===== src/hsv_to_rgb_macros.svh =====
// Assertion macros used by the hsv_to_rgb top module.
`ifndef HSV_TO_RGB_MACROS_SVH
`define HSV_TO_RGB_MACROS_SVH

`ifndef NO_ASSERTIONS

// Same-cycle implication, checked at every rising clock edge out of reset.
`define HSV_ASSERT_IMPL(lbl, clk_s, rst_s, pre, post) \
    lbl: assert property (@(posedge clk_s) disable iff (!rst_s) (pre) |-> (post)) \
        else $error("hsv_to_rgb assertion failed");

// Next-cycle implication, checked at every rising clock edge out of reset.
`define HSV_ASSERT_NEXT(lbl, clk_s, rst_s, pre, post) \
    lbl: assert property (@(posedge clk_s) disable iff (!rst_s) (pre) |=> (post)) \
        else $error("hsv_to_rgb assertion failed");

`else

`define HSV_ASSERT_IMPL(lbl, clk_s, rst_s, pre, post)
`define HSV_ASSERT_NEXT(lbl, clk_s, rst_s, pre, post)

`endif

`endif


===== src/hsv_pkg.sv =====
`default_nettype none

package hsv_pkg;

    // Field widths.
    localparam int HUE_W = 13;
    localparam int CH_W  = 8;
    localparam int T_W   = 10;
    localparam int NUM_W = 26;

    // Hue geometry in 1/16 degree units.
    localparam int HUE_PER_SECTOR = 960;
    localparam int HUE_LIMIT      = 5760;

    // Byte scale and its reciprocal: floor(x / 255) = (x * 257) >> 16, then one fix-up.
    localparam int BYTE_MAX   = 255;
    localparam int BYTE_RECIP = 257;
    localparam int BYTE_SHIFT = 16;

    // Secondary channel divisor 960 * 255 and its truncated reciprocal at 2^32.
    localparam int X_DIV     = HUE_PER_SECTOR * BYTE_MAX;
    localparam int X_SHIFT   = 32;
    localparam int X_RECIP   = 17544;
    localparam int X_RECIP_W = 15;
    localparam int X_PROD_W  = NUM_W + X_RECIP_W;

    // Default depth of the queue between front and back.
    localparam int QUEUE_DEPTH = 2;

    // Hue sector, named by the hue range it spans.
    typedef enum logic [2:0] {
        SEC_R_TO_Y,
        SEC_Y_TO_G,
        SEC_G_TO_C,
        SEC_C_TO_B,
        SEC_B_TO_M,
        SEC_M_TO_R
    } sector_t;

    // Input color.
    typedef struct packed {
        logic [HUE_W-1:0] hue;
        logic [CH_W-1:0]  saturation;
        logic [CH_W-1:0]  brightness;
    } hsv_t;

    // Result color.
    typedef struct packed {
        logic [CH_W-1:0] red;
        logic [CH_W-1:0] green;
        logic [CH_W-1:0] blue;
        logic            hue_error;
    } rgb_t;

    // Classified item handed from the front to the back.
    typedef struct packed {
        logic            err;
        sector_t         sector;
        logic [T_W-1:0]  t;
        logic [CH_W-1:0] sat;
        logic [CH_W-1:0] val;
    } work_t;

    // Queue status flags.
    typedef struct packed {
        logic full;
        logic empty;
    } queue_stat_t;

endpackage

`default_nettype wire


===== src/hsv_to_rgb.sv =====
// hsv_to_rgb: converts one HSV color to 8-bit RGB by the six-sector hue rule.
// Input channel: a queue-style write port. Present the color on the color port
// and raise push; the color is transferred at a rising edge where push is high
// and full is low. Hue is in 1/16 degree units, saturation and brightness are
// bytes meaning n/255.
// Result channel: a queue-style read port. While empty is low the oldest result
// is on the result port; it is transferred at a rising edge where pop is high.
// A hue of 360 degrees or more gives hue_error set and all channels zero.
// A color passes through the queue, then the stage 1, 2 and 3 registers and the output
// register. Throughput: one color per cycle while the receiver keeps up, set by the
// four-stage multiply and reciprocal pipeline of the back end, which takes one item a cycle.
// A short queue sits between the classifying front end and that pipeline.
// When the receiver stalls, the pipeline holds its contents, the queue fills,
// and full rises once the queue is full; nothing is dropped.
// Reset clears the queue and all valid bits; the block comes up empty, not full.
`default_nettype none

`include "hsv_to_rgb_macros.svh"

module hsv_to_rgb #(
    parameter int QUEUE_DEPTH = hsv_pkg::QUEUE_DEPTH
) (
    input  wire           clk,
    input  wire           rst_n,
    input  wire           push,
    output logic          full,
    input  hsv_pkg::hsv_t color,
    output logic          empty,
    input  wire           pop,
    output hsv_pkg::rgb_t result
);
    import hsv_pkg::*;

    work_t       front_work;
    work_t       head_work;
    queue_stat_t q_stat;
    logic        back_take;
    logic        back_valid;

    // Front end: sector, ramp position and range check.
    hsv_front u_front (
        .color (color),
        .work  (front_work)
    );

    // Queue between front and back.
    hsv_queue #(
        .DEPTH (QUEUE_DEPTH)
    ) u_queue (
        .clk     (clk),
        .rst_n   (rst_n),
        .wr      (push),
        .wr_data (front_work),
        .rd      (back_take),
        .rd_data (head_work),
        .status  (q_stat)
    );

    // Back end: arithmetic pipeline and output register.
    hsv_back u_back (
        .clk       (clk),
        .rst_n     (rst_n),
        .in_valid  (!q_stat.empty),
        .work      (head_work),
        .take      (back_take),
        .pop       (pop),
        .out_valid (back_valid),
        .result    (result)
    );

    assign full  = q_stat.full;
    assign empty = !back_valid;

    // An accepted color is in the queue in the next cycle.
    `HSV_ASSERT_NEXT(a_push_lands, clk, rst_n, push && !full, !q_stat.empty)
    // An error result carries black.
    `HSV_ASSERT_IMPL(a_err_black, clk, rst_n, !empty && result.hue_error,
                     result.red == '0 && result.green == '0 && result.blue == '0)
    // The queue status flags never both hold.
    `HSV_ASSERT_IMPL(a_queue_flags, clk, rst_n, q_stat.full, !q_stat.empty)

endmodule

`default_nettype wire


===== src/hsv_front.sv =====
`default_nettype none

module hsv_front (
    input  hsv_pkg::hsv_t  color,
    output hsv_pkg::work_t work
);
    import hsv_pkg::*;

    sector_t          sector;
    logic [HUE_W-1:0] base;
    logic [HUE_W-1:0] offset;
    logic             falling;
    logic [T_W-1:0]   t;

    // Find the sector by comparing against the sector boundaries.
    always_comb
    begin
        if (color.hue < HUE_W'(HUE_PER_SECTOR))
            sector = SEC_R_TO_Y;
        else if (color.hue < HUE_W'(2 * HUE_PER_SECTOR))
            sector = SEC_Y_TO_G;
        else if (color.hue < HUE_W'(3 * HUE_PER_SECTOR))
            sector = SEC_G_TO_C;
        else if (color.hue < HUE_W'(4 * HUE_PER_SECTOR))
            sector = SEC_C_TO_B;
        else if (color.hue < HUE_W'(5 * HUE_PER_SECTOR))
            sector = SEC_B_TO_M;
        else
            sector = SEC_M_TO_R;
    end

    // Start of the sector and the direction of the secondary ramp.
    always_comb
    begin
        unique case (sector)
            SEC_R_TO_Y: base = HUE_W'(0);
            SEC_Y_TO_G: base = HUE_W'(HUE_PER_SECTOR);
            SEC_G_TO_C: base = HUE_W'(2 * HUE_PER_SECTOR);
            SEC_C_TO_B: base = HUE_W'(3 * HUE_PER_SECTOR);
            SEC_B_TO_M: base = HUE_W'(4 * HUE_PER_SECTOR);
            default:    base = HUE_W'(5 * HUE_PER_SECTOR);
        endcase
        case (sector) inside
            SEC_Y_TO_G, SEC_C_TO_B, SEC_M_TO_R: falling = 1'b1;
            default:                            falling = 1'b0;
        endcase
    end

    // Ramp position within the sector: rising in even sectors, falling in odd ones.
    assign offset = color.hue - base;
    assign t      = falling ? T_W'(HUE_PER_SECTOR) - offset[T_W-1:0] : offset[T_W-1:0];

    assign work.err    = (color.hue >= HUE_W'(HUE_LIMIT));
    assign work.sector = sector;
    assign work.t      = t;
    assign work.sat    = color.saturation;
    assign work.val    = color.brightness;

endmodule

`default_nettype wire


===== src/hsv_queue.sv =====
`default_nettype none

module hsv_queue #(
    parameter int DEPTH = hsv_pkg::QUEUE_DEPTH
) (
    input  wire                  clk,
    input  wire                  rst_n,
    input  wire                  wr,
    input  hsv_pkg::work_t       wr_data,
    input  wire                  rd,
    output hsv_pkg::work_t       rd_data,
    output hsv_pkg::queue_stat_t status
);
    import hsv_pkg::*;

    localparam int PTR_W = (DEPTH > 1) ? $clog2(DEPTH) : 1;
    localparam int CNT_W = $clog2(DEPTH + 1);

    work_t            entry_reg [DEPTH];
    logic [PTR_W-1:0] wr_ptr_reg, wr_ptr_next;
    logic [PTR_W-1:0] rd_ptr_reg, rd_ptr_next;
    logic [CNT_W-1:0] count_reg, count_next;
    logic             do_wr, do_rd;

    assign status.full  = (count_reg == CNT_W'(DEPTH));
    assign status.empty = (count_reg == '0);
    assign do_wr        = wr && !status.full;
    assign do_rd        = rd && !status.empty;
    assign rd_data      = entry_reg[rd_ptr_reg];

    // Pointer and occupancy updates, with wrap at the last entry.
    always_comb
    begin
        wr_ptr_next = wr_ptr_reg;
        rd_ptr_next = rd_ptr_reg;
        count_next  = count_reg;
        if (do_wr)
            wr_ptr_next = (wr_ptr_reg == PTR_W'(DEPTH - 1)) ? '0 : wr_ptr_reg + 1'b1;
        if (do_rd)
            rd_ptr_next = (rd_ptr_reg == PTR_W'(DEPTH - 1)) ? '0 : rd_ptr_reg + 1'b1;
        if (do_wr && !do_rd)
            count_next = count_reg + 1'b1;
        else if (do_rd && !do_wr)
            count_next = count_reg - 1'b1;
    end

    always_ff @(posedge clk or negedge rst_n)
    begin
        if (!rst_n)
        begin
            wr_ptr_reg <= '0;
            rd_ptr_reg <= '0;
            count_reg  <= '0;
        end
        else
        begin
            wr_ptr_reg <= wr_ptr_next;
            rd_ptr_reg <= rd_ptr_next;
            count_reg  <= count_next;
        end
    end

    // Entry storage needs no reset.
    always_ff @(posedge clk)
    begin
        if (do_wr)
            entry_reg[wr_ptr_reg] <= wr_data;
    end

endmodule

`default_nettype wire


===== src/hsv_back.sv =====
`default_nettype none

module hsv_back (
    input  wire            clk,
    input  wire            rst_n,
    input  wire            in_valid,
    input  hsv_pkg::work_t work,
    output logic           take,
    input  wire            pop,
    output logic           out_valid,
    output hsv_pkg::rgb_t  result
);
    import hsv_pkg::*;

    logic adv;

    // Stage 1 registers: saturation times value, and value times (255 - saturation).
    logic            s1_valid_reg;
    logic            s1_err_reg;
    sector_t         s1_sector_reg;
    logic [T_W-1:0]  s1_t_reg;
    logic [CH_W-1:0] s1_val_reg;
    logic [15:0]     s1_sv_reg;
    logic [15:0]     s1_vns_reg;

    // Stage 2 registers: secondary numerator and the byte reciprocal product.
    logic            s2_valid_reg;
    logic            s2_err_reg;
    sector_t         s2_sector_reg;
    logic [CH_W-1:0] s2_val_reg;
    logic [NUM_W-1:0] s2_num_reg;
    logic [24:0]     s2_p0prod_reg;
    logic [15:0]     s2_vns_reg;

    // Stage 3 registers: estimated secondary quotient and the floor channel.
    logic            s3_valid_reg;
    logic            s3_err_reg;
    sector_t         s3_sector_reg;
    logic [CH_W-1:0] s3_val_reg;
    logic [NUM_W-1:0] s3_num_reg;
    logic [CH_W-1:0] s3_qx_reg;
    logic [CH_W-1:0] s3_p0_reg;

    // Output register.
    logic            out_valid_reg;
    rgb_t            result_reg, result_next;

    logic [CH_W-1:0]     inv_sat;
    logic [15:0]         sv_c, vns_c;
    logic [NUM_W-1:0]    num_c;
    logic [24:0]         p0prod_c;
    logic [X_PROD_W-1:0] xprod_c;
    logic [CH_W-1:0]     p0q_c, p0_c;
    logic [15:0]         p0rem_c;
    logic [NUM_W-1:0]    xrem_c;
    logic [CH_W-1:0]     px_c, pc_c;

    // The whole pipeline moves while the output register is free or being drained.
    assign adv  = !out_valid_reg || pop;
    assign take = adv && in_valid;

    // Stage 1 products.
    assign inv_sat = CH_W'(BYTE_MAX) - work.sat;
    assign sv_c    = 16'(work.sat) * 16'(work.val);
    assign vns_c   = 16'(work.val) * 16'(inv_sat);

    // Stage 2: S*V*t + 960*V*(255-S), and V*(255-S)*257 for the floor channel.
    assign num_c    = NUM_W'(s1_sv_reg) * NUM_W'(s1_t_reg)
                    + NUM_W'(s1_vns_reg) * NUM_W'(HUE_PER_SECTOR);
    assign p0prod_c = 25'(s1_vns_reg) * 25'(BYTE_RECIP);

    // Stage 3: reciprocal estimate of the secondary quotient; fix up the floor channel.
    assign xprod_c = X_PROD_W'(s2_num_reg) * X_PROD_W'(X_RECIP);
    assign p0q_c   = s2_p0prod_reg[BYTE_SHIFT +: CH_W];
    assign p0rem_c = s2_vns_reg - 16'(p0q_c) * 16'(BYTE_MAX);
    assign p0_c    = (p0rem_c >= 16'(BYTE_MAX)) ? p0q_c + 1'b1 : p0q_c;

    // Stage 4: the estimate is low by at most one; correct it by the remainder.
    assign xrem_c = s3_num_reg - NUM_W'(s3_qx_reg) * NUM_W'(X_DIV);
    assign px_c   = (xrem_c >= NUM_W'(X_DIV)) ? s3_qx_reg + 1'b1 : s3_qx_reg;
    assign pc_c   = s3_val_reg;

    // Route the three levels to the channels by sector.
    always_comb
    begin
        result_next.hue_error = 1'b0;
        unique case (s3_sector_reg)
            SEC_R_TO_Y:
            begin
                result_next.red = pc_c; result_next.green = px_c; result_next.blue = s3_p0_reg;
            end
            SEC_Y_TO_G:
            begin
                result_next.red = px_c; result_next.green = pc_c; result_next.blue = s3_p0_reg;
            end
            SEC_G_TO_C:
            begin
                result_next.red = s3_p0_reg; result_next.green = pc_c; result_next.blue = px_c;
            end
            SEC_C_TO_B:
            begin
                result_next.red = s3_p0_reg; result_next.green = px_c; result_next.blue = pc_c;
            end
            SEC_B_TO_M:
            begin
                result_next.red = px_c; result_next.green = s3_p0_reg; result_next.blue = pc_c;
            end
            default:
            begin
                result_next.red = pc_c; result_next.green = s3_p0_reg; result_next.blue = px_c;
            end
        endcase
        if (s3_err_reg)
        begin
            result_next.red       = '0;
            result_next.green     = '0;
            result_next.blue      = '0;
            result_next.hue_error = 1'b1;
        end
    end

    // Valid bits of the stages.
    always_ff @(posedge clk or negedge rst_n)
    begin
        if (!rst_n)
        begin
            s1_valid_reg  <= 1'b0;
            s2_valid_reg  <= 1'b0;
            s3_valid_reg  <= 1'b0;
            out_valid_reg <= 1'b0;
        end
        else if (adv)
        begin
            s1_valid_reg  <= in_valid;
            s2_valid_reg  <= s1_valid_reg;
            s3_valid_reg  <= s2_valid_reg;
            out_valid_reg <= s3_valid_reg;
        end
    end

    // Stage payloads advance together with the valid bits.
    always_ff @(posedge clk)
    begin
        if (adv)
        begin
            s1_err_reg    <= work.err;
            s1_sector_reg <= work.sector;
            s1_t_reg      <= work.t;
            s1_val_reg    <= work.val;
            s1_sv_reg     <= sv_c;
            s1_vns_reg    <= vns_c;

            s2_err_reg    <= s1_err_reg;
            s2_sector_reg <= s1_sector_reg;
            s2_val_reg    <= s1_val_reg;
            s2_num_reg    <= num_c;
            s2_p0prod_reg <= p0prod_c;
            s2_vns_reg    <= s1_vns_reg;

            s3_err_reg    <= s2_err_reg;
            s3_sector_reg <= s2_sector_reg;
            s3_val_reg    <= s2_val_reg;
            s3_num_reg    <= s2_num_reg;
            s3_qx_reg     <= xprod_c[X_SHIFT +: CH_W];
            s3_p0_reg     <= p0_c;

            result_reg    <= result_next;
        end
    end

    assign out_valid = out_valid_reg;
    assign result    = result_reg;

endmodule

`default_nettype wire

===== config.mk =====
export PLATFORM = sky130hd
export DESIGN_NAME = hsv_to_rgb
export DESIGN_NICKNAME = d
export VERILOG_FILES = /design/src/hsv_pkg.sv /design/src/hsv_to_rgb.sv /design/src/hsv_front.sv /design/src/hsv_queue.sv /design/src/hsv_back.sv
export VERILOG_INCLUDE_DIRS = /design/src /design/src/src
export SDC_FILE = /design/constraint.sdc
export NUM_CORES = 2
export LEC_CHECK = 0
export BUFFER_PORTS_ARGS = -buffer_cell sky130_fd_sc_hd__buf_4
export CAP_MARGIN = 20
export CORE_ASPECT_RATIO = 1.4
export CORE_MARGIN = 2
export CORE_UTILIZATION = 58
export DETAILED_ROUTE_END_ITERATION = 16
export MAX_ROUTING_LAYER = met4
export PLACE_DENSITY = 0.72
export SYNTH_ARGS = -nofsm -noshare
export SYNTH_HDL_FRONTEND = slang
export SYNTH_SLANG_ARGS = --single-unit

===== constraint.sdc =====
create_clock -name clk -period 7.5 [get_ports clk]
set_input_delay 1.125 -clock clk [delete_from_list [all_inputs] [get_ports clk]]
set_output_delay 1.125 -clock clk [all_outputs]
set_load 0.02 [all_outputs]

### Word-level counts from Yosys, hierarchy flattened

Memories as Yosys holds them, arrays and structs flattened.
Cells that the tools add are included.

| storage, ports and cells | value |
|---|---|
| register bits after elaboration | 219 |
| RAM bits | 60 |
| input bits | 33 |
| output and inout port bits | 27 |
| logic and storage cells | 102 |
| memories | 1 |

Memory list:

| memory | depth | width | read ports | clocked after Yosys merged registers in | write ports | RTL line | source |
|---|---|---|---|---|---|---|---|
| u_queue.entry_reg | 2 | 30 | 1 | 0 | 1 | hsv_queue.sv:19 | `work_t entry_reg [DEPTH];` |

| operators by class | value |
|---|---|
| $add $sub $neg | 12 |
| $mul | 8 |
| $lt $le $gt $ge | 8 |
| eq/ne operators | 10 |
| multiplexer cells | 18 |
| reduce and logical (&&, ||, !) cells | 16 |

Operators by type and width:

| kind | number |
|---|---|
| $pmux W24 S5 | 1 |
| $pmux W10 S5 | 1 |
| $mul A26 B12 Y37 const B | 1 |
| $mul A8 B8 Y16 | 2 |
| $add A26 B26 Y26 | 1 |
| $ge A26 B18 Y1 const B | 1 |
| $lt A13 B12 Y1 const B | 2 |
| $mul A16 B10 Y26 | 1 |
| $sub A26 B26 Y26 | 1 |
| $mul A16 B9 Y24 const B | 1 |
| $mul A16 B4 Y20 const B | 1 |
| $mul A8 B12 Y20 const B | 1 |
| $add A8 B1 Y8 const B | 2 |
| $ge A16 B8 Y1 const B | 1 |
| $mul A8 B8 Y16 const B | 1 |
| $mux W8 | 2 |
| $sub A16 B16 Y16 | 1 |
| $ge A13 B13 Y1 const B | 1 |
| $lt A13 B10 Y1 const B | 1 |
| $lt A13 B11 Y1 const B | 1 |
| $lt A13 B13 Y1 const B | 1 |
| $eq A3 B2 Y1 const B | 4 |
| $mux W3 | 4 |
| $mux W10 | 1 |
| other kinds (18) | 38 |

### Logic depth before layout (Yosys ltp)

| depth | value |
|---|---|
| depth in word-level cells | 11 |
| gate-level depth with buffers | 29 |
| depth with buffers taken out | 29 |

### By module

A second synthesis with hierarchy kept.

| second synthesis, totals | value |
|---|---|
| cells, all modules | 2,822 |
| area, all modules | 29,468.3 sq um |

By module, submodules not included:

| module | instances | cells each | area an instance (sq um) | sequential area each (sq um) |
|---|---|---|---|---|
| hsv_back | 1 | 2,607 | 26,197.6 | 5,775.5 |
| hsv_queue | 1 | 112 | 2,481.1 | 1,901.8 |
| hsv_front | 1 | 101 | 782.0 | 0.0 |
| hsv_to_rgb | 1 | 2 | 7.5 | 0.0 |

### Worst setup path before layout

Ideal clock, no wire load.

| path | value |
|---|---|
| path kind | in2reg |
| start point | in pop |
| end point | reg u_queue.count_reg[1] |
| setup time | 0.079 ns |
| data arrival time | 7.803 ns |
| data required time | 7.421 ns |
| setup slack | -0.382 ns |
| cell stages on the path | 6 |
| path buffers | 0 |
| cells stage by stage | nand2b_1 -> o21ai_0 -> ha_1 -> xor2_1 -> nor2_1 -> xor2_1 |

| between the ends | value |
|---|---|
| word-level cells in the longest chain between the ends | 6 |
| elaborated cells between the ends (all ways) | 8 |
| classes of those cells | mux (1); reduce/logical (7) |

Ends and longest elaborated chain:

| element | RTL line | source |
|---|---|---|
| from (decl) | hsv_to_rgb.sv:29 | `input wire pop,` |
| $logic_or A1 B1 Y1 (*) | hsv_back.sv:59 | `assign adv = !out_valid_reg \|\| pop;` |
| $logic_and A1 B1 Y1 (*) | hsv_back.sv:60 | `assign take = adv && in_valid;` |
| $logic_and A1 B1 Y1 (*) | hsv_queue.sv:28 | `assign do_rd = rd && !status.empty;` |
| $logic_not A1 Y1 | hsv_queue.sv:41 | `if (do_wr && !do_rd)` |
| $logic_and A1 B1 Y1 | hsv_queue.sv:41 |  |
| $mux W2 / $reduce_bool A2 Y1 (equally long branches) | - |  |
| to (signal assigned) | hsv_queue.sv:59 | `count_reg <= count_next;` |
| to (decl) | hsv_queue.sv:22 | `logic [CNT_W-1:0] count_reg, count_next;` |

Every way passes the cells marked *; elsewhere a longest branch is shown, timed or not.
A chain may end at the register's enable or synchronous reset.

### Worst setup path in the final report

| path | value |
|---|---|
| start point | reg u_back.s3_qx_reg[6] |
| end point | reg u_back.result_reg (netlist bit u_back.result[1]) (data pin) |

| between the ends | value |
|---|---|
| word-level cells in the longest chain between the ends | 5 |

Ends and longest elaborated chain:

| element | RTL line | source |
|---|---|---|
| from (decl) | hsv_back.sv:41 | `logic [CH_W-1:0] s3_qx_reg;` |
| from (signal assigned) | hsv_back.sv:164 | `s3_qx_reg <= xprod_c[X_SHIFT +: CH_W];` |
| $mul A8 B12 Y20 | hsv_back.sv:79 | `assign xrem_c = s3_num_reg - NUM_W'(s3_qx_reg) * NUM_W'(X_DIV);` |
| $sub A26 B26 Y26 | hsv_back.sv:79 |  |
| $ge A26 B18 Y1 | hsv_back.sv:80 | `assign px_c = (xrem_c >= NUM_W'(X_DIV)) ? s3_qx_reg + 1'b1 : s3_qx_reg;` |
| $mux W8 | hsv_back.sv:80 |  |
| $pmux W24 S5 | hsv_back.sv:87 | `unique case (s3_sector_reg)` |
| to (signal assigned) | hsv_back.sv:167 | `result_reg <= result_next;` |
| to (decl) | hsv_back.sv:46 | `rgb_t result_reg, result_next;` |

No other way between the ends.

==> results.json <==
{
  "cp-end-kind": "flip-flop",
  "pre_cts_ws_ns": 0.2149,
  "nNetsFinal": 3581,
  "vias": 19200,
  "rrSetupSlack_ns": 0.41,
  "clock_path_buffers": 3,
  "synth_cells": 2748,
  "rr_worst_depth": 28,
  "netlist_top_cells_count": "inv_1, ha_1, fa_1, edfxtp_1, nand2_1",
  "antenna_found_initial": 0,
  "vias_per_cell": 5.526,
  "largest_reg_flops": 60,
  "yosys_most_used_dff": "edfxtp_1",
  "setup_violations": 0,
  "syn-num-nets": 3512,
  "dieHeight_um": 266.3,
  "portBuffers": 59,
  "critPathSlowestCell": "fa_1",
  "initial_utilization": 0.5845,
  "ctsHtreeMaxLevel": 1,
  "status": "finished clean",
  "relSlewSlack": 0.2761,
  "worstSetupStartpointType": "flip-flop",
  "period_share": 0.9453,
  "ant_nets": 0,
  "synth_top_cell_by_area": "edfxtp_1",
  "worstReg2RegEnd": "u_back.result[1]",
  "grt_pass1_vias": 20680,
  "reg2reg_from": "u_back.s3_qx_reg[6]",
  "cts-root-buf": "clkbuf_16",
  "critical_path_class": "reg -> reg",
  "fin_ws_ns": 0.4103,
  "synth.most_common_cell": "inv_1",
  "dr.pass1.iters": 8,
  "clock.fmax_mhz": 141.1,
  "core_um2": 48770,
  "ys_ff_latch": 257,
  "gp_congestion": 0.9151,
  "crit_path_max_fanout": 9,
  "path_clk_slew_ns": 0.07,
  "first_iter_violations": 1003,
  "syn_to_final_growth_pct": 8.011,
  "yosys_warnings": 0,
  "cts_tree": "yes",
  "syn_avg_cell_area_um2": 10.37,
  "n_fill_cell": 3972,
  "overflow": 0,
  "grt_max_degree": 86,
  "post-route-min-period_ns": 7.090,
  "worst_ep_arrival_time_ns": 7.35,
  "drcViolationCount": 0,
  "synth-edff-count": 249,
  "yosys-top-cells-area": "edfxtp_1, fa_1, ha_1",
  "cap_violations": 0,
  "cts_num_sinks": 257,
  "n_antenna_cell": 0,
  "clk-insertion-delay-late_ns": 0.57,
  "die_w_um": 191.4,
  "grt_pass1_wl_um": 99640,
  "syn_area_um2": 28500,
  "wl_per_cell_um": 16.89,
  "ys_types": 66,
  "cpPeakStageDelay_ns": 0.61,
  "ys_async_sr_fraction": 0.03113,
  "setup_tns_ns": 0,
  "cts_buffers": 27,
  "fin_skew_ns": 0.02882,
  "drv_slew": 0,
  "rsz0062_at_grt": "no",
  "hold_viol_final": 0,
  "synth.top_cell.area_share": 0.2623,
  "dpl.hpwl_um": 48470,
  "worst_pin_slew_ns": 1.086,
  "finalWirelength_um": 58680,
  "die_area_um2": 50960,
  "boundaryPins": 60,
  "layout-drive-gt1-share": 0.06448,
  "grt_usage": 0.2504,
  "seq_area_frac_synth": 0.2694,
  "std_cell_rows": 96,
  "hp-class": "in -> async",
  "required_ns": 7.76
}
[critical path: cells and delay by family, from the launching register on]
kind / cells / cell delay [ns]
compound gates: 10 / 1.75
simple gates: 4 / 0.56
flops: 1 / 0.48
buf+inv: 5 / 0.43
xor+xnor: 3 / 0.63
fa+ha+maj: 6 / 2.93
[cells in the final DEF (no fill, tap or decap), types with 10 or more instances in the layout]
cell,netlist,layout
mux2i_1,23,22
a21o_1,52,52
xor2_1,43,43
fa_1,338,337
nor3_1,32,32
nand4_1,15,15
xnor2_1,91,90
nand3_1,25,25
and2_1,68,68
buf_4,0,91
ha_1,393,391
and3_1,10,10
edfxtp_1,249,249
o22ai_1,21,21
a21oi_1,101,100
nor2_1,158,157
nand2b_1,16,15
a21boi_0,10,10
nand2_1,237,237
nor2b_1,29,29
clkbuf_16,0,29
o21a_1,17,17
o21ai_0,62,62
mux2_2,25,25
inv_1,538,538
a31oi_1,10,10
o211ai_1,16,16
[routing by layer]
| metal | global-route usage | share of wire |
|---|---|---|
| met3 | 0.02213 | 0.035 |
| met1 | 0.2852 | 0.39 |
| met2 | 0.4598 | 0.54 |
| met5 | - | 0 |
| met4 | 0.08316 | 0.033 |
[what timing repair did]
| action | in CTS | in global routing |
|---|---|---|
| resized for setup | 0 | 7 |
| endpoints found under the setup margin | 0 | 25 |
| setup buffers | 0 | 10 |
| hold buffers | 0 | 0 |
[layout make-up]
cell class                      count  area [µm²]  share of cell area
Multi-Input combinational cell   1899       18640              0.6056
Sequential cell                   257        7679              0.2494
Inverter                          541        2031             0.06596
Tap cell                          637       797.0             0.02589
Clock buffer                       37       785.8             0.02552
Timing Repair Buffer               91       683.2             0.02219
Clock inverter                     13       167.7            0.005446
[per-stage QoR]
step                  util  hold slack (ns)  std cells  instance area, µm²
floorplan                -           0.4003       2748               28500
global placement    0.6096           0.4042       3415               29730
detailed placement  0.6096           0.4084       3415               29730
CTS                 0.6291           0.3449       3465               30680
global route        0.6313           0.3519       3475               30790
finish              0.6313           0.3766       3475               30790
[kinds of logic after synthesis]
logic type | synth area share
buffers and inverters | 0.07801
adders and majority gates | 0.4099
and+or+nand+nor | 0.1019
muxes | 0.01795
DFF | 0.2694
xor gates and xnor gates | 0.04118
AOI/OAI and AO/OA | 0.08165
[how the worst max path moves through the flow]
stage | cells past startpoint | end | startpoint | slack (ns)
after floorplan | 27 | u_back.result[10] | u_back.s3_qx_reg[5] | 0.86
after global placement | 28 | u_back.result[10] | u_back.s3_qx_reg[2] | 0.35
after detailed placement | 28 | u_back.result[10] | u_back.s3_qx_reg[5] | 0.21
after CTS | 28 | u_back.result[10] | u_back.s3_qx_reg[5] | 0.16
after global routing | 28 | u_back.result[1] | u_back.s3_qx_reg[2] | 0.01
final | 28 | u_back.result[1] | u_back.s3_qx_reg[6] | 0.41
Power is left out: the tool's default activity adds up to more than one toggle a clock period on the data nets, which glitch-free logic cannot reach.
